<file path="src/sv/assert_macros.svh">
// assertion macros for the drive mixer rtl
`ifndef ASSERT_MACROS_SVH
`define ASSERT_MACROS_SVH

// checked on every clock edge outside reset
`define OWDM_ASSERT(lbl, prop, msg) \
  lbl: assert property (@(posedge clk) disable iff (!rst_n) prop) else $error(msg);

// checked on every clock edge, reset included
`define OWDM_ASSERT_ALWAYS(lbl, prop, msg) \
  lbl: assert property (@(posedge clk) prop) else $error(msg);

`endif

</file>
<file path="src/sv/owdm_pkg.sv">
// package: drive term codes, mixing tables and constants for the drive mixer
`timescale 1ns / 1ps

package owdm_pkg;

  localparam int MAX_CMD    = 100;
  localparam int Q_BITS     = 7;
  localparam int Q_SPLIT    = 3;
  localparam int NUM_WHEELS = 4;
  localparam int DUTY_SHIFT = 19;
  localparam logic [20:0] DUTY_RECIP = 21'd1336965;

  typedef enum logic [1:0] {
    TERM_NONE = 2'd0,
    TERM_ROT  = 2'd1,
    TERM_POS  = 2'd2,
    TERM_NEG  = 2'd3
  } term_t;

  typedef term_t [NUM_WHEELS-1:0] term_row_t;

  function automatic term_row_t mix_row(input logic four, input logic [3:0] code);
    term_row_t row;
    row = {TERM_NONE, TERM_NONE, TERM_NONE, TERM_NONE};
    if (four) begin
      unique case (code)
        4'd0:    row = {TERM_NEG, TERM_POS, TERM_POS, TERM_NEG};
        4'd1:    row = {TERM_NEG, TERM_POS, TERM_ROT, TERM_ROT};
        4'd2:    row = {TERM_NEG, TERM_POS, TERM_NEG, TERM_POS};
        4'd3:    row = {TERM_ROT, TERM_ROT, TERM_NEG, TERM_POS};
        4'd4:    row = {TERM_POS, TERM_NEG, TERM_NEG, TERM_POS};
        4'd13:   row = {TERM_POS, TERM_NEG, TERM_ROT, TERM_ROT};
        4'd14:   row = {TERM_POS, TERM_NEG, TERM_POS, TERM_NEG};
        4'd15:   row = {TERM_ROT, TERM_ROT, TERM_POS, TERM_NEG};
        default: row = {TERM_NONE, TERM_NONE, TERM_NONE, TERM_NONE};
      endcase
    end else begin
      unique case (code)
        4'd0:    row = {TERM_NONE, TERM_POS, TERM_ROT, TERM_NEG};
        4'd1:    row = {TERM_NONE, TERM_POS, TERM_NEG, TERM_ROT};
        4'd2:    row = {TERM_NONE, TERM_ROT, TERM_NEG, TERM_POS};
        4'd3:    row = {TERM_NONE, TERM_NEG, TERM_ROT, TERM_POS};
        4'd14:   row = {TERM_NONE, TERM_NEG, TERM_POS, TERM_ROT};
        4'd15:   row = {TERM_NONE, TERM_ROT, TERM_POS, TERM_NEG};
        default: row = {TERM_NONE, TERM_NONE, TERM_NONE, TERM_NONE};
      endcase
    end
    return row;
  endfunction

endpackage

</file>
<file path="src/sv/omni_wheel_drive_mixer.sv">
// Throughput: one command per cycle while in_stall is low; the six-stage pipeline
// (magnitude, scale by 100, two stages of restoring division, wheel mixing, duty multiply)
// holds as a whole on a stall.
// Reset: synchronous, active low; clears every stage valid bit and sets wheel_count to 4.
// cfg_ready is always high; a written wheel_count applies to commands accepted afterwards.
`timescale 1ns / 1ps
`include "assert_macros.svh"

module omni_wheel_drive_mixer
  import owdm_pkg::*;
(
  input  logic              clk,
  input  logic              rst_n,
  input  logic              cfg_valid,
  output logic              cfg_ready,
  input  logic [2:0]        cfg_wheel_count,
  input  logic              in_valid,
  output logic              in_stall,
  input  logic signed [3:0] in_heading_code,
  input  logic signed [8:0] in_travel_speed,
  input  logic signed [8:0] in_rotation,
  output logic              out_valid,
  input  logic              out_stall,
  output logic [3:0]        out_update_mask,
  output logic              out_dir_m1,
  output logic [7:0]        out_duty_m1,
  output logic              out_dir_m2,
  output logic [7:0]        out_duty_m2,
  output logic              out_dir_m3,
  output logic [7:0]        out_duty_m3,
  output logic              out_dir_m4,
  output logic [7:0]        out_duty_m4
);

  logic [2:0] wheel_count_r;
  logic       advance;

  // stage 1: magnitudes and total
  logic        s1_valid_r, s1_four_r, s1_spd_neg_r, s1_rot_neg_r;
  logic [3:0]  s1_code_r;
  logic [8:0]  s1_spd_mag_r, s1_rot_mag_r;
  logic [9:0]  s1_total_r;
  logic [8:0]  in_spd_mag, in_rot_mag;

  // stage 2: numerators
  logic        s2_valid_r, s2_four_r, s2_spd_neg_r, s2_rot_neg_r, s2_scale_r;
  logic [3:0]  s2_code_r;
  logic [6:0]  s2_spd_raw_r, s2_rot_raw_r;
  logic [9:0]  s2_total_r;
  logic [14:0] s2_spd_num_r, s2_rot_num_r;

  // stage 3: upper quotient bits
  logic        s3_valid_r, s3_four_r, s3_spd_neg_r, s3_rot_neg_r, s3_scale_r;
  logic [3:0]  s3_code_r;
  logic [6:0]  s3_spd_raw_r, s3_rot_raw_r;
  logic [9:0]  s3_total_r;
  logic [14:0] s3_spd_rem_r, s3_rot_rem_r;
  logic [14:0] s3_spd_rem_nxt, s3_rot_rem_nxt;
  logic [Q_BITS-Q_SPLIT-1:0] s3_spd_q_r, s3_rot_q_r, s3_spd_q_nxt, s3_rot_q_nxt;

  // stage 4: signed scaled speed and rotation
  logic              s4_valid_r, s4_four_r;
  logic [3:0]        s4_code_r;
  logic signed [7:0] s4_spd_r, s4_rot_r, s4_spd_nxt, s4_rot_nxt;
  logic [Q_SPLIT-1:0] s4_spd_qlo, s4_rot_qlo;

  // stage 5: per wheel direction and clamped magnitude
  logic       s5_valid_r;
  logic [3:0] s5_mask_r, s5_mask_nxt;
  logic [3:0] s5_dir_r, s5_dir_nxt;
  logic [6:0] s5_mag_r [NUM_WHEELS];
  logic [6:0] s5_mag_nxt [NUM_WHEELS];

  // output stage
  logic       out_valid_r;
  logic [3:0] out_mask_r;
  logic [3:0] out_dir_r;
  logic [7:0] out_duty_r [NUM_WHEELS];

  assign cfg_ready = 1'b1;
  assign advance   = !(out_valid_r && out_stall);
  assign in_stall  = !advance;

  always_ff @(posedge clk) begin
    if (!rst_n) begin
      wheel_count_r <= 3'd4;
    end else if (cfg_valid && cfg_ready) begin
      wheel_count_r <= cfg_wheel_count;
    end
  end

  assign in_spd_mag = in_travel_speed[8] ? (~$unsigned(in_travel_speed) + 9'd1)
                                         : $unsigned(in_travel_speed);
  assign in_rot_mag = in_rotation[8] ? (~$unsigned(in_rotation) + 9'd1)
                                     : $unsigned(in_rotation);

  // restoring division, quotient bits 6 down to 3
  always_comb begin
    logic [15:0] dsh;
    s3_spd_rem_nxt = s2_spd_num_r;
    s3_rot_rem_nxt = s2_rot_num_r;
    s3_spd_q_nxt   = '0;
    s3_rot_q_nxt   = '0;
    for (int k = Q_BITS - 1; k >= Q_SPLIT; k--) begin
      dsh = 16'(s2_total_r) << k;
      if ({1'b0, s3_spd_rem_nxt} >= dsh) begin
        s3_spd_rem_nxt = s3_spd_rem_nxt - dsh[14:0];
        s3_spd_q_nxt[k-Q_SPLIT] = 1'b1;
      end
      if ({1'b0, s3_rot_rem_nxt} >= dsh) begin
        s3_rot_rem_nxt = s3_rot_rem_nxt - dsh[14:0];
        s3_rot_q_nxt[k-Q_SPLIT] = 1'b1;
      end
    end
  end

  // quotient bits 2 down to 0, then sign and selection
  always_comb begin
    logic [15:0] dsh;
    logic [14:0] spd_rem, rot_rem;
    logic [6:0]  spd_m, rot_m;
    spd_rem    = s3_spd_rem_r;
    rot_rem    = s3_rot_rem_r;
    s4_spd_qlo = '0;
    s4_rot_qlo = '0;
    for (int k = Q_SPLIT - 1; k >= 0; k--) begin
      dsh = 16'(s3_total_r) << k;
      if ({1'b0, spd_rem} >= dsh) begin
        spd_rem = spd_rem - dsh[14:0];
        s4_spd_qlo[k] = 1'b1;
      end
      if ({1'b0, rot_rem} >= dsh) begin
        rot_rem = rot_rem - dsh[14:0];
        s4_rot_qlo[k] = 1'b1;
      end
    end
    spd_m = s3_scale_r ? {s3_spd_q_r, s4_spd_qlo} : s3_spd_raw_r;
    rot_m = s3_scale_r ? {s3_rot_q_r, s4_rot_qlo} : s3_rot_raw_r;
    s4_spd_nxt = s3_spd_neg_r ? -$signed({1'b0, spd_m}) : $signed({1'b0, spd_m});
    s4_rot_nxt = s3_rot_neg_r ? -$signed({1'b0, rot_m}) : $signed({1'b0, rot_m});
  end

  // wheel mixing and clamp
  always_comb begin
    term_row_t         row;
    logic signed [8:0] sum;
    logic signed [8:0] clamped;
    row = mix_row(s4_four_r, s4_code_r);
    for (int i = 0; i < NUM_WHEELS; i++) begin
      unique case (row[i])
        TERM_POS: sum = 9'(s4_spd_r) + 9'(s4_rot_r);
        TERM_NEG: sum = 9'(s4_rot_r) - 9'(s4_spd_r);
        TERM_ROT: sum = 9'(s4_rot_r);
        default:  sum = '0;
      endcase
      if (sum > 9'sd100) begin
        clamped = 9'sd100;
      end else if (sum < -9'sd100) begin
        clamped = -9'sd100;
      end else begin
        clamped = sum;
      end
      s5_mask_nxt[i] = (row[i] != TERM_NONE);
      s5_dir_nxt[i]  = s5_mask_nxt[i] && !clamped[8];
      s5_mag_nxt[i]  = !s5_mask_nxt[i] ? 7'd0
                     : clamped[8] ? 7'(-clamped) : clamped[6:0];
    end
  end

  always_ff @(posedge clk) begin
    if (!rst_n) begin
      s1_valid_r  <= 1'b0;
      s2_valid_r  <= 1'b0;
      s3_valid_r  <= 1'b0;
      s4_valid_r  <= 1'b0;
      s5_valid_r  <= 1'b0;
      out_valid_r <= 1'b0;
    end else if (advance) begin
      s1_valid_r  <= in_valid;
      s2_valid_r  <= s1_valid_r;
      s3_valid_r  <= s2_valid_r;
      s4_valid_r  <= s3_valid_r;
      s5_valid_r  <= s4_valid_r;
      out_valid_r <= s5_valid_r;
    end
  end

  always_ff @(posedge clk) begin
    if (advance) begin
      s1_code_r    <= $unsigned(in_heading_code);
      s1_four_r    <= wheel_count_r[2];
      s1_spd_neg_r <= in_travel_speed[8];
      s1_rot_neg_r <= in_rotation[8];
      s1_spd_mag_r <= in_spd_mag;
      s1_rot_mag_r <= in_rot_mag;
      s1_total_r   <= {1'b0, in_spd_mag} + {1'b0, in_rot_mag};

      s2_code_r    <= s1_code_r;
      s2_four_r    <= s1_four_r;
      s2_spd_neg_r <= s1_spd_neg_r;
      s2_rot_neg_r <= s1_rot_neg_r;
      s2_scale_r   <= (s1_total_r > 10'(MAX_CMD));
      s2_spd_raw_r <= s1_spd_mag_r[6:0];
      s2_rot_raw_r <= s1_rot_mag_r[6:0];
      s2_total_r   <= s1_total_r;
      s2_spd_num_r <= 15'(s1_spd_mag_r * 15'(MAX_CMD));
      s2_rot_num_r <= 15'(s1_rot_mag_r * 15'(MAX_CMD));

      s3_code_r    <= s2_code_r;
      s3_four_r    <= s2_four_r;
      s3_spd_neg_r <= s2_spd_neg_r;
      s3_rot_neg_r <= s2_rot_neg_r;
      s3_scale_r   <= s2_scale_r;
      s3_spd_raw_r <= s2_spd_raw_r;
      s3_rot_raw_r <= s2_rot_raw_r;
      s3_total_r   <= s2_total_r;
      s3_spd_rem_r <= s3_spd_rem_nxt;
      s3_rot_rem_r <= s3_rot_rem_nxt;
      s3_spd_q_r   <= s3_spd_q_nxt;
      s3_rot_q_r   <= s3_rot_q_nxt;

      s4_code_r    <= s3_code_r;
      s4_four_r    <= s3_four_r;
      s4_spd_r     <= s4_spd_nxt;
      s4_rot_r     <= s4_rot_nxt;

      s5_mask_r    <= s5_mask_nxt;
      s5_dir_r     <= s5_dir_nxt;
      for (int i = 0; i < NUM_WHEELS; i++) begin
        s5_mag_r[i]   <= s5_mag_nxt[i];
        out_duty_r[i] <= 8'((28'(s5_mag_r[i]) * 28'(DUTY_RECIP)) >> DUTY_SHIFT);
      end

      out_mask_r   <= s5_mask_r;
      out_dir_r    <= s5_dir_r;
    end
  end

  assign out_valid       = out_valid_r;
  assign out_update_mask = out_mask_r;
  assign out_dir_m1      = out_dir_r[0];
  assign out_duty_m1     = out_duty_r[0];
  assign out_dir_m2      = out_dir_r[1];
  assign out_duty_m2     = out_duty_r[1];
  assign out_dir_m3      = out_dir_r[2];
  assign out_duty_m3     = out_duty_r[2];
  assign out_dir_m4      = out_dir_r[3];
  assign out_duty_m4     = out_duty_r[3];

  `OWDM_ASSERT(a_mask_all_or_none, out_valid_r |-> (out_mask_r == 4'd0 || out_mask_r == 4'd7 || out_mask_r == 4'd15), "update mask is neither empty nor a full wheel set")
  `OWDM_ASSERT(a_unwritten_m4_zero, (out_valid_r && !out_mask_r[3]) |-> (out_duty_r[3] == 8'd0 && !out_dir_r[3]), "motor 4 carries a command without its mask bit")
  `OWDM_ASSERT(a_pipe_holds, (s5_valid_r && !advance) |=> s5_valid_r, "pipeline beat lost during a stall")
  `OWDM_ASSERT_ALWAYS(a_reset_empty, !rst_n |=> !out_valid_r, "result valid right after reset")

endmodule
</file>
<file path="config.mk">
export PLATFORM = sky130hd
export DESIGN_NAME = omni_wheel_drive_mixer
export DESIGN_NICKNAME = d
export VERILOG_FILES = /design/src/sv/owdm_pkg.sv /design/src/sv/omni_wheel_drive_mixer.sv
export VERILOG_INCLUDE_DIRS = /design/src /design/src/sv
export SDC_FILE = /design/constraint.sdc
export NUM_CORES = 1
export LEC_CHECK = 0
export BUFFER_PORTS_ARGS = -buffer_cell sky130_fd_sc_hd__buf_2
export CAP_MARGIN = 25
export CORE_ASPECT_RATIO = 0.75
export CORE_MARGIN = 10
export CORE_UTILIZATION = 69
export DETAILED_ROUTE_END_ITERATION = 10
export MAX_ROUTING_LAYER = met4
export PLACE_DENSITY = 0.95
export SYNTH_ARGS = -nofsm -noshare
export SYNTH_HDL_FRONTEND = slang
export SYNTH_SLANG_ARGS = --single-unit
</file>
<file path="constraint.sdc">
create_clock -name clk -period 25.3 [get_ports clk]
set_clock_uncertainty 0.2 [all_clocks]
set_input_delay 2.53 -clock clk [delete_from_list [all_inputs] [get_ports clk]]
set_output_delay 2.53 -clock clk [all_outputs]
set_load 0.02 [all_outputs]
</file>
==> results of run 1 <==
[worst reg2reg max path: cells and delay by family (launching register included)]
family / cells / cell delay, ns
AO/OA/AOI/OAI: 21 / 5.27
multiplexers: 2 / 0.91
buffers and inverters: 3 / 0.78
adder cells (fa/ha/maj): 4 / 1.59
AND/OR/NAND/NOR: 7 / 1.71
flip-flops: 1 / 0.74
[logic make-up (layout without fill, tap and decap cells)]
logic type,after synthesis,count (layout),share of synthesized area [%]
buf+inv,341,427,4.96
compound gates,639,639,15.8
mux,105,105,4.33
other cells,1,1,0.0142
fa+ha+maj,534,534,27.5
flops,261,261,29.3
xor+xnor,167,167,5.55
simple gates,680,680,12.6
[sequential cells by signal, summed over array words and instances (netlist names), 7 cells and up, named ones only]
name and cells:
out_duty_r 32, s5_mag_r 28, s3_rot_rem_r 12, s3_spd_rem_r 12, s1_total_r 10, s2_rot_num_r 10
s2_spd_num_r 10, s2_total_r 10, s3_total_r 10, s1_rot_mag_r 9, s1_spd_mag_r 9, s4_rot_r 8
s4_spd_r 8, s2_rot_raw_r 7, s2_spd_raw_r 7, s3_rot_raw_r 7, s3_spd_raw_r 7
[layer usage]
metal | GRT usage (%) | vias to the layer above
li1 | - | 10000
met5 | - | -
met4 | 8.46 | 0
met3 | 4.74 | 186
met2 | 45.9 | 1144
met1 | 38.2 | 10300
[area by class of cell]
cell class / instances / area, µm²
flip-flops and latches: 261 / 7710
clock buffers: 29 / 683
fillers: 2348 / 9150
well taps: 504 / 631
repair buffers: 80 / 460
multi-input cells: 2126 / 17300
clock inverters: 21 / 315
inverters: 297 / 1110
[worst max path at each step]
stage / start / end / slack [ns] / depth (start not counted)
after detailed placement: s2_total_r[1] / s3_spd_rem_r[11] / 14.33 / 37
after global placement: s2_total_r[1] / s3_spd_rem_r[7] / 14.84 / 37
after CTS: s2_total_r[1] / s3_spd_rem_r[11] / 14.14 / 37
final: s2_total_r[1] / s3_spd_rem_r[11] / 13.86 / 37
after floorplan: out_stall / in_stall / 11.15 / 3
after global routing: s2_total_r[1] / s3_spd_rem_r[11] / 13.32 / 37
[stage by stage]
step,util [%],cells
after global routing,75.5,3318
final,75.5,3318
after floorplan,-,2728
after CTS,75.4,3315
after global placement,72.8,3265
after detailed placement,72.8,3265
[cell usage in the layout (no fill, tap or decap), types with 37 or more instances in the layout]
| cell type | n |
|---|---|
| a21o_1 | 54 |
| a21oi_1 | 153 |
| buf_2 | 69 |
| edfxtp_1 | 248 |
| fa_1 | 75 |
| ha_1 | 459 |
| inv_1 | 295 |
| mux2_2 | 57 |
| mux2i_1 | 42 |
| nand2_1 | 167 |
| nand2b_1 | 37 |
| nor2_1 | 206 |
| nor2b_1 | 45 |
| nor3_1 | 57 |
| o21ai_0 | 149 |
| xnor2_1 | 116 |
| xor2_1 | 51 |
==> impl_results.md, run 1 <==
- Clock transition at path regs: approximately 0.06 ns
- Highest metal used: met4
- Sink Count: around 260
- Nets: 3357
- Core area: between 30000 and 40000 µm²
- DP Area: approximately 27000 µm²
- Die height: 189 µm
- CP max FO: 15
- Initial core utilization: a little over two thirds
- Most frequent cells after synthesis: 459 x ha_1, 295 x inv_1, 248 x edfxtp_1, 206 x nor2_1, 168 x nand2_1
- RSZ-0062 raised after global routing: false
- DP HPWL: ~50000 µm
- Number of synthesis warnings: 0
- HP Class: reg2reg
- Iteration-0 DRC Markers: roughly 2300
- Kind of critical path: reg2reg
- Sequential area share after synthesis: 29.3%
- Total track usage: ~29%
- Clock tree from TritonCTS: yes
- Num CTS Buffers: 27
- Post-synth cell types: 86
- Vias in the first global route: 21800
- DR WL met2: 30600 µm
- Final setup fails: 0
- Finished Cell Area: about 28000 µm²
- Hold depth: 0
- Hold_ws: 0.219 ns
- Initial antenna violation count: 0
- CP most frequent cell: o21ai_0
- Clk_lat worst skew: approximately 0.58 ns
- Detailed-route vias per instance: ~6.5
- Critical Path Max Stage Delay: 0.74 ns
- Setup slack, reg-to-reg: 13.86 ns
- Clk buf depth: 3
- Routed WL per cell: 20.1 µm
- Ys async rst share: 0%
- Area contributors post-synth: edfxtp_1 28%, ha_1 22%, fa_1 5.7%
- Post-synth EDFFs: 248
- Synth-to-Final Area Change: 7.23%
- FF+latch count, synth: 261
- PnR worst setup slack: approximately 14 ns
- Cells after Synth: between 2000 and 3000
- Vias: around 22000
- Hold-fix buffers at CTS: 0
- Setup TNS Final: 0 ns
- Row count: 61
- # port buffers: 69
- Hold_sp: s3_four_r
- DP Worst Slack: around 14 ns
- CP bufs+invs: 3
- Yosys top cell by area: edfxtp_1
- Syn Nets: roughly 3300
- Synth top area share: around 28%
- Worst setup EP type: register
- Fmax: 0.0874 GHz
- Crit-path leading delay family: compound AO/OA/AOI/OAI gates
- Congestion Overflow GR: 0
- FF-to-FF End: s3_spd_rem_r[11]
- Postcts setup bufs: 0
- CP arrival: roughly 12 ns
- Largest net degree at the start of global routing: around 180
- Top-level port count: 73
- Critical-path top delay cell: edfxtp_1
- Worst Tran Pin Value: between 1 and 1.5 ns
- Count leader, synth: ha_1
- Worst rel slew slack: about 29%
- Max cap viols: 0
- Final cycle utilization of the critical path: 45.2%
- Pre-antenna DRT Iters: 8
- DIE AREA: roughly 46000 µm²
- Ys flop type: edfxtp_1
- Post-CTS sizing: 0
- Nature of the critical path startpoint: register
- Placer Congestion: between 0.9 and 1
- Status: finished clean
- WHS Endpoint: s4_four_r
- Cell Area, Synth: 26300 µm²
- Worst path required time: around 25 ns
- Clock root buffer: clkbuf_16
- FF-to-FF path depth: 37
- Reg2reg start: s2_total_r[1]
- Metal3 WL: 6330 µm
- Mapped Avg Cell Area: just under 10 µm²
- DRT met1 WL: around 28000 µm
- H-tree Lvls: 1
- Post-Route WL: between 60000 and 70000 µm
- DRC viols: 0
- Final Max Tran Viols: 0
- Detail Route Antenna Nets: 0
- Minimum clock period: 11.44 ns
- Hold Vio Cnt, Final: 0
- Die X: around 250 µm
- Diodes inserted: 0
- Layout cells sized above 1: between 7 and 8%
- Global-route wire length before repair: ~110000 µm
Power of run 1 is not shown: default switching activity piles up to over one toggle a cycle in this logic, so the estimate is an artifact.
==> run 2: changes to the inputs <==
--- a/config.mk
+++ b/config.mk
@@ -10,10 +10,10 @@
 export CAP_MARGIN = 25
 export CORE_ASPECT_RATIO = 0.75
 export CORE_MARGIN = 10
-export CORE_UTILIZATION = 69
+export CORE_UTILIZATION = 59
 export DETAILED_ROUTE_END_ITERATION = 10
 export MAX_ROUTING_LAYER = met4
-export PLACE_DENSITY = 0.95
+export PLACE_DENSITY = 0.88
 export SYNTH_ARGS = -nofsm -noshare
 export SYNTH_HDL_FRONTEND = slang
 export SYNTH_SLANG_ARGS = --single-unit
==> constraint.sdc (replaced) <==
create_clock -name clk -period 9.22 [get_ports clk]
set_clock_uncertainty 0.2 [all_clocks]
set_input_delay 0.922 -clock clk [delete_from_list [all_inputs] [get_ports clk]]
set_output_delay 0.922 -clock clk [all_outputs]
set_load 0.02 [all_outputs]
==> impl_results.md, run 2 (same netlist as run 1, synthesis figures left out) <==
- Status: finished clean (unchanged)
- Detail Route Antenna Nets: 0 (unchanged)
- Top flop regs: out_duty_r x32, s5_mag_r x28 (unchanged)
- Sink Count: 261 (unchanged)
- Clock root buffer: clkbuf_16 (unchanged)
- Core area: 43800 µm² (was 37400 µm²)
- DIE AREA: 53600 µm² (was 46500 µm²)
- Largest net degree at the start of global routing: 90 (was 183)
- Diodes inserted: 0 (unchanged)
- FF-to-FF path depth: 37 (unchanged)
- Routed WL per cell: 18.4 µm (was 20.1 µm)
- Die X: 264 µm (was 246 µm)
- Final setup fails: 0 (unchanged)
- Hold-fix buffers at CTS: 0 (unchanged)
- Layout Utilization: 65.3% (was 75.5%)
- Worst path required time: 9.35 ns (was 25.41 ns)
- Iteration-0 DRC Markers: 1770 (was 2323)
- Worst setup EP type: register (unchanged)
- CP arrival: 8.93 ns (was 11.55 ns)
- Commonest non-fill, non-tap cell in the layout: ha_1 (unchanged)
- DRC viols: 0 (unchanged)
- Nets: 3387 (was 3357)
- Vias: 21200 (was 21700)
- Global-route wire length before repair: 104000 µm (was 109000 µm)
- Clk_lat worst skew: 0.59 ns (was 0.58 ns)
- Max cap viols: 0 (unchanged)
- Worst rel slew slack: 32.4% (was 29.1%)
- Clock tree from TritonCTS: yes (unchanged)
- Met2 GRT Util: 36.9% (was 45.9%)
- Pre-antenna DRT Iters: 8 (unchanged)
- Register name with the most flops: out_duty_r (unchanged)
- Hold Vio Cnt, Final: 0 (unchanged)
- Post-Route WL: 63000 µm (was 66800 µm)
- Busiest grt layer: met2 (unchanged)
- Top-level port count: 73 (unchanged)
- Critical Path Max Stage Delay: 0.41 ns (was 0.74 ns)
- Hold depth: 0 (unchanged)
- Grt met1 use: 31.1% (was 38.2%)
- CP max FO: 14 (was 15)
- Final Max Tran Viols: 0 (unchanged)
- Worst Tran Pin Value: 1.01 ns (was 1.06 ns)
- Met3 Use GR: 3.59% (was 4.74%)
- Congestion Overflow GR: 0 (unchanged)
- CP most frequent cell: ha_1 (was o21ai_0)
- # port buffers: 69 (unchanged)
- DP HPWL: 49400 µm (was 50300 µm)
- Max reg flops: 32 (unchanged)
- Vias in the first global route: 21000 (was 21800)
- Most frequent cells in the layout: 459 x ha_1, 294 x inv_1, 248 x edfxtp_1, 206 x nor2_1, 167 x nand2_1 (was 459 x ha_1, 295 x inv_1, 248 x edfxtp_1, 206 x nor2_1, 167 x nand2_1)
- Placer Congestion: 0.979 (was 0.957)
- Initial antenna violation count: 0 (unchanged)
- Detailed-route vias per instance: 6.19 (was 6.54)
- Row count: 66 (was 61)
- Final cycle utilization of the critical path: 95.4% (was 45.2%)
- Critical-path top delay cell: fa_1 (was edfxtp_1)
- H-tree Lvls: 1 (unchanged)
- Clock transition at path regs: 0.06 ns (about the same)
- Minimum clock period: 8.80 ns (was 11.44 ns)
- Layout cells sized above 1: 9.00% (was 7.71%)
- Kind of critical path: reg2reg (unchanged)
- Synth-to-Final Area Change: 8.48% (was 7.23%)
- Total track usage: 23.3% (was 29.1%)
- Nature of the critical path startpoint: register (unchanged)
- Num CTS Buffers: 29 (was 27)
- HP Class: reg2reg (unchanged)
- Initial core utilization: 60.2% (was 70.4%)
- Clk buf depth: 3 (unchanged)
- Hold_ws: 0.218 ns (was 0.219 ns)
- Fmax: 0.114 GHz (was 0.0874 GHz)
- Die height: 203 µm (was 189 µm)
run 2: changes by cell type in the layout (fill, tap and decap cells not counted), moves of 4 or more:
| cell | delta |
|---|---|
| buf_4 | +26 |
| clkbuf_8 | +4 |
| o21ai_1 | +8 |
| clkbuf_1 | +5 |
| o21ai_0 | -8 |
| a21oi_1 | -5 |
| a21oi_2 | +4 |
| bufinv_16 | -5 |
run 2: critical path: cells and delay by family (launching register included):
kind / cells / cell delay (ns)
compound gates: 15 / 2.94
fa+ha+maj: 5 / 1.65
simple gates: 8 / 1.29
mux: 4 / 1.22
buf+inv: 5 / 0.86
flops: 1 / 0.37
run 2: per-stage QoR:
stage | instance area (µm²) | instances | setup WS, ns | setup TNS (ns)
after detailed placement | 27500 | 3364 | -0.209 | -2.88
after floorplan | 26400 | 2728 | 0.0591 | 0
after CTS | 28500 | 3418 | 0.0541 | 0
after global routing | 28600 | 3422 | -0.00559 | -0.0138
final | 28600 | 3422 | 0.420 | 0
after global placement | 27500 | 3364 | 0.260 | 0
run 2: final timing paths:
kind,endpoint,slack (ns),start
max,s3_rot_rem_r[8],0.42,s2_total_r[0]
min reg2reg,s3_rot_raw_r[5],0.22,s2_rot_raw_r[5]
min,s3_rot_raw_r[5],0.22,s2_rot_raw_r[5]
max reg2reg,s3_rot_rem_r[8],0.42,s2_total_r[0]
run 2: per-layer routing:
metal / vias to the layer above / wire, µm
li1: 10100 / -
met4: 0 / 1420
met2: 849 / 28300
met3: 129 / 4890
met5: - / 0
met1: 10100 / 28400
run 2: what timing repair did:
| item | in CTS | in global routing |
|---|---|---|
| setup endpoints to repair | 21 | 26 |
| buffers inserted | 2 | 2 |
| resized for setup | 5 | 21 |
| pin swaps | 1 | 2 |
| endpoints found under the hold margin | 0 | 0 |
| cloned | 0 | 1 |
run 2: final cells by class:
cell class	count	area (µm²)
Inverter	297	1110
Multi-Input combinational cell	2127	17400
Clock buffer	40	807
Tap cell	578	723
Sequential cell	261	7710
Fill cell	3294	15200
Timing Repair Buffer	107	667
Clock inverter	12	130
Power of run 2 is left out for the same reason.
